### src/rtl/plane_primitive_collision_test_unit_macros.svh
// Assertion helpers for the plane collision test unit.
// Each expects clk and rst_n in scope.
`ifndef PLANE_PRIMITIVE_COLLISION_TEST_UNIT_MACROS_SVH
`define PLANE_PRIMITIVE_COLLISION_TEST_UNIT_MACROS_SVH

// Condition must never hold.
`define PPCT_ASSERT_NEVER(lbl, cond) \
    lbl: assert property (@(posedge clk) disable iff (!rst_n) !(cond)) \
        else $error("ppct: forbidden condition seen");

// Consequent holds in the same cycle.
`define PPCT_ASSERT_IMPLY(lbl, ante, cons) \
    lbl: assert property (@(posedge clk) disable iff (!rst_n) (ante) |-> (cons)) \
        else $error("ppct: implication failed");

// Consequent holds in the following cycle.
`define PPCT_ASSERT_IMPLY_NEXT(lbl, ante, cons) \
    lbl: assert property (@(posedge clk) disable iff (!rst_n) (ante) |=> (cons)) \
        else $error("ppct: next-cycle implication failed");

`endif

### src/rtl/ppct_pkg.sv
package ppct_pkg;

    typedef logic signed [31:0] fx_t;
    typedef fx_t [2:0]          vec_t;
    typedef logic signed [65:0] wide_t;
    typedef logic signed [63:0] prod_t;

    typedef enum logic [2:0] {
        CMD_SPHERE  = 3'd0,
        CMD_LINE    = 3'd1,
        CMD_RAY     = 3'd2,
        CMD_SEGMENT = 3'd3,
        CMD_CAPSULE = 3'd4,
        CMD_BOX     = 3'd5
    } cmd_t;

    localparam logic [2:0] REG_NORMAL_X      = 3'd0;
    localparam logic [2:0] REG_NORMAL_Y      = 3'd1;
    localparam logic [2:0] REG_NORMAL_Z      = 3'd2;
    localparam logic [2:0] REG_OFFSET        = 3'd3;
    localparam logic [2:0] REG_HAS_EFFECTIVE = 3'd4;

    localparam int QUEUE_DEPTH = 4;
    localparam int QUEUE_AW    = 2;

    localparam wide_t FX_MAX = 66'sd2147483647;
    localparam wide_t FX_MIN = -66'sd2147483648;

    typedef struct packed {
        vec_t n;
        fx_t  d;
    } plane_t;

    typedef struct packed {
        cmd_t        cmd;
        logic        respect;
        vec_t        a;
        vec_t        b;
        vec_t        dir;
        vec_t        m;
        vec_t        qbox;
        fx_t         da;
        fx_t         db;
        fx_t         den;
        fx_t         depth;
        logic [30:0] r;
    } item_t;

    function automatic wide_t wext(input fx_t x);
        wide_t w;
        w = wide_t'(x);
        return w;
    endfunction

    function automatic fx_t sat32(input wide_t v);
        fx_t res;
        if (v > FX_MAX)
        begin
            res = 32'sh7fffffff;
        end
        else if (v < FX_MIN)
        begin
            res = 32'sh80000000;
        end
        else
        begin
            res = v[31:0];
        end
        return res;
    endfunction

endpackage

### src/rtl/ppct_queue.sv
module ppct_queue (
    input  logic            clk,
    input  logic            rst_n,
    input  logic            push,
    input  ppct_pkg::item_t push_item,
    output logic            full,
    input  logic            pop,
    output logic            empty,
    output ppct_pkg::item_t head
);
    import ppct_pkg::*;

    item_t                 mem_reg [QUEUE_DEPTH];
    logic [QUEUE_AW-1:0]   wr_reg, wr_next;
    logic [QUEUE_AW-1:0]   rd_reg, rd_next;
    logic [QUEUE_AW:0]     count_reg, count_next;

    assign full  = (count_reg == (QUEUE_AW+1)'(QUEUE_DEPTH));
    assign empty = (count_reg == '0);
    assign head  = mem_reg[rd_reg];

    always_comb
    begin
        wr_next    = push ? wr_reg + 1'b1 : wr_reg;
        rd_next    = pop ? rd_reg + 1'b1 : rd_reg;
        count_next = count_reg;
        if (push && !pop)
        begin
            count_next = count_reg + 1'b1;
        end
        else if (pop && !push)
        begin
            count_next = count_reg - 1'b1;
        end
    end

    always_ff @(posedge clk or negedge rst_n)
    begin
        if (!rst_n)
        begin
            wr_reg    <= '0;
            rd_reg    <= '0;
            count_reg <= '0;
        end
        else
        begin
            wr_reg    <= wr_next;
            rd_reg    <= rd_next;
            count_reg <= count_next;
        end
    end

    always_ff @(posedge clk)
    begin
        if (push)
        begin
            mem_reg[wr_reg] <= push_item;
        end
    end

endmodule

### config.mk
export PLATFORM = sky130hd
export DESIGN_NAME = ppct_queue
export DESIGN_NICKNAME = d
export VERILOG_FILES = /design/src/rtl/plane_primitive_collision_test_unit_macros.svh /design/src/rtl/ppct_pkg.sv /design/src/rtl/ppct_queue.sv
export SDC_FILE = /design/constraint.sdc
export NUM_CORES = 2
export LEC_CHECK = 0
export ABC_AREA = 1
export ABC_CLOCK_PERIOD_IN_PS = 14600
export BUFFER_PORTS_ARGS = -buffer_cell sky130_fd_sc_hd__buf_2
export CAP_MARGIN = 25
export CORE_UTILIZATION = 35
export DETAILED_ROUTE_END_ITERATION = 10
export SLEW_MARGIN = 20
export SYNTH_ARGS = -nofsm -noshare
export SYNTH_HDL_FRONTEND = slang
export SYNTH_SLANG_ARGS = --single-unit
### constraint.sdc
create_clock -name clk -period 14.6 [get_ports clk]
set_input_delay 2.19 -clock clk [delete_from_list [all_inputs] [get_ports clk]]
set_output_delay 2.19 -clock clk [all_outputs]
set_load 0.005 [all_outputs]
# Yosys cells after proc, flatten, opt, wreduce, memory -nomap -nowiden

Memories as Yosys holds them, arrays and structs flattened.
Index checks and enable logic that the tools add are counted.

Bits in writable memories: 2572
Memories: 1
Register bits after elaboration: 7
Output and inout bits: 645
Input bits: 647
Word-level logic and storage cells: 19

Memories:

| memory  | words | bits a word | read ports | clocked after Yosys merged registers in | write ports | line             | text |
|---|---|---|---|---|---|---|---|
| mem_reg | 4     | 643         | 1          | 0                                       | 1           | ppct_queue.sv:13 | `item_t mem_reg [QUEUE_DEPTH];` |

Muxes and demuxes: 4
Reductions and logical operators: 6
Equal/unequal tests: 1
Add/sub/neg operators: 4

Operator list:

| cell                                              | number |
|---|---|
| two-way mux 3 bit                                 | 2 |
| adder 2 x 1 -> 2 bit (second input constant)      | 2 |
| adder 3 x 1 -> 3 bit (second input constant)      | 1 |
| == test 3 bit (second input constant)             | 1 |
| logical NOT 3 bit                                 | 1 |
| subtractor 3 x 1 -> 3 bit (second input constant) | 1 |
| logical AND 1 bit                                 | 2 |
| logical NOT 1 bit                                 | 2 |
| two-way mux 1 bit                                 | 2 |
| nonzero test 2 bit                                | 1 |

# Longest topological paths before layout

Depth after elaboration: 4
Gate-level depth with buffers: 9
Mapped depth without buffers: 9

# Worst setup path before layout

No wires, ideal clock.

Path type: input-to-reg
Start point: in push
End point: mem mem_reg[1][0] (netlist name) (enable)
Data arrival time: 14.892 ns
Buffers on the path: 1
Stages on the path: 3
Slack: -1.281 ns
Library setup time: 0.989 ns
Required time: 13.611 ns
Cell sequence: clkbuf_1 -> nand2_1 -> inv_1

Longest elaborated chain between the ends: 2

RTL lines:

| what                                    | line             | text |
|---|---|---|
| from (decl)                             | ppct_queue.sv:4  | `input logic push,` |
| two-way mux 1 bit                       | ppct_queue.sv:55 | `if (push)` |
| two-way mux 1 bit (not written as such) | ppct_queue.sv:57 | `mem_reg[wr_reg] <= push_item;` |
| to (decl)                               | ppct_queue.sv:13 |  |

No other way between the ends.

==> impl_metrics.ini <==
[clock_network]
cts_root_buf = clkbuf_16
cts_buffers = 282
path_clk_slew_ps = 60
cts_hold_buf = 0
cts_setup_buffers = 0
insertion_delay_ps = 850
clock-sinks = 2579
htreeDepth = 5
cts_resized = 0
cts_buffer_depth = 4
cts_tree = done

[routing]
dr.pass1.iters = 7
drc = 0
routed_via_density = 4.87
drt_iter0_drc = 4956
drtAntennaViolNets = 0
vias = 62900
wl_per_cell_um = 21.8
drt-total-wl_um = 282000

[worst_hold_path]
hold_path.class = flip-flop to flip-flop

[global_route]
grt_first_pass_wirelength_um = 402000
track_usage_pct = 18.5
grt_pass1_vias = 59900
antenna_found_initial = 175
grt_max_degree = 266
grt_overflow_total = 0

[run]
maxCapViolCount = 0

[timing]
max_clock_freq_mhz = 129
setup_ws_ps = 6860
drv_slew = 0
min_period_ps = 7740
fin_crit_sh_pct = 53.0
fin_setup_tns_ps = 0
rsz0062_at_grt = false
finalSetupViolCount = 0
slew_headroom_pct = 16.6
hold_slack_ps = 528
tightestPinTransition_ps = 1250
hold_viol_final = 0
finalClockSkew_ps = 29.2

[synth]
syn-instance-count = 7550
yosysWarnings = 0
syn-num-nets = 8203
avgSynthCellArea_um2 = 13.5
synth_seq_cells = 2579
ys_top_cells_by_area = edfxtp_1 (76%), o211ai_1 (9.5%), nand2_1 (7.2%)
synth_area_leader_cell = edfxtp_1
synth-edff-count = 2572
synth-main-ff-cell = edfxtp_1
synth_seq_area_share_pct = 76.2
synth-async-reset-ratio_pct = 0.271
yosysUniqueCellTypes = 19
netlist_area_um2 = 102000
synth_top_area_share_pct = 76.0

[setup_path]
worstPathArrival_ps = 5550
path_max_fanout = 64
path_class = flip-flop to output pin
cp-end-kind = output pin
required_ps = 12410
start_kind = flip-flop

[layout]
final_cell_mix = edfxtp_1 (2572), nand2_1 (1942), inv_1 (1293)
final_nets = 9413
stdcell_count = 12900
final_common_cell = edfxtp_1
stdcell_area_um2 = 121000
largest_reg_flops = 2572
syn2layout_area_growth_pct = 18.7
drive_gt1_share_pct = 19.3
utilization_pct = 41.8

[status]
status = finished, final reports clean

[floorplan]
die_w_um = 541
core_area_um2 = 288000
num_rows = 197
initial_core_util_pct = 35.2
die-area_um2 = 293000
io_pins = 1292
die_y_um = 541

[pwr]
p_int_mw = 16.1
power.switching_mw = 9.08
finalPower_mw = 25.2
p_seq_share_pct = 39.8
leakage_nw = 47.2
ir_worst_vdd_mv = 0.183
p_per_area_nw_per_um2 = 209
combPwrFrac_pct = 33.3
clock_power_share_pct = 26.9
netSwitchingFraction_pct = 36.0

[place]
dp_slack_ps = 7740
post_dp_cell_area_um2 = 111000
place_congestion = 0.951
io_buffer_count = 1291
dp.cells = 12300
hpwl_um = 185000
==> cell type report <==
type	count	area, um^2
fill	26200	168000
tap	3781	4730
multi-input combinational	3243	17100
inverter	1298	4900
sequential	2579	77400
antenna	178	445
clock inverter	135	1330
timing repair buffer	1356	7310
clock buffer	359	7430
==> synth_stat cells, types with 2 or more instances <==
| cell | n |
|---|---|
| o211ai_1 | 1286 |
| edfxtp_1 | 2572 |
| buf_4 | 42 |
| buf_6 | 18 |
| buf_2 | 290 |
| dfrtp_1 | 7 |
| nand2_1 | 1942 |
| inv_1 | 1297 |
| clkbuf_1 | 72 |
| ha_1 | 5 |
| nor3_1 | 2 |
| buf_1 | 8 |
| xor2_1 | 3 |
==> path summary, 6_finish.rpt <==
path	to	cells after the start	slack [ps]	from
min reg2reg	count_reg[2]	2	530	count_reg[2]
max reg2reg	mem_reg[3][211]	6	10370	wr_reg[0]
max in group asynchronous	rd_reg[1]	1	13240	rst_n
max	head[361]	7	6860	rd_reg[1]
min in group asynchronous	count_reg[0]	1	1170	rst_n
min	count_reg[2]	2	530	count_reg[2]
==> metal layers <==
layer	wire length, um	track usage (%)	up-vias
met5	547	0	-
met4	19500	12.7	86
met3	25000	6.08	819
met2	129000	28.9	2286
met1	108000	21.7	30700
li1	-	-	29100
==> power groups by stage <==
stage / Sequential, mW / Clock (mW) / Combinational, mW
finish: 10.0 / 6.77 / 8.39
global route: 10.1 / 7.17 / 9.17
CTS: 10.0 / 6.91 / 8.48
detailed placement: 10.2 / 0 / 8.45
global placement: 10.1 / 0 / 8.37
floorplan: 10.8 / 0 / 4.68
==> critical path: stages (launching register included) <==
cell and delay, ps:
dfrtp_4 870, buf_4 770, buf_4 740, buf_4 790
buf_4 650, o211ai_1 190, nand2_1 250, buf_2 170
==> logic make-up after synthesis <==
family | after synthesis | synth area share (%)
compound gates | 1287 | 9.50
xor+xnor | 4 | 0.0345
fa+ha+maj | 6 | 0.0812
buf+inv | 1728 | 7.03
flops | 2579 | 76.2
simple gates | 1946 | 7.19
(Power assumes the default switching activity.)
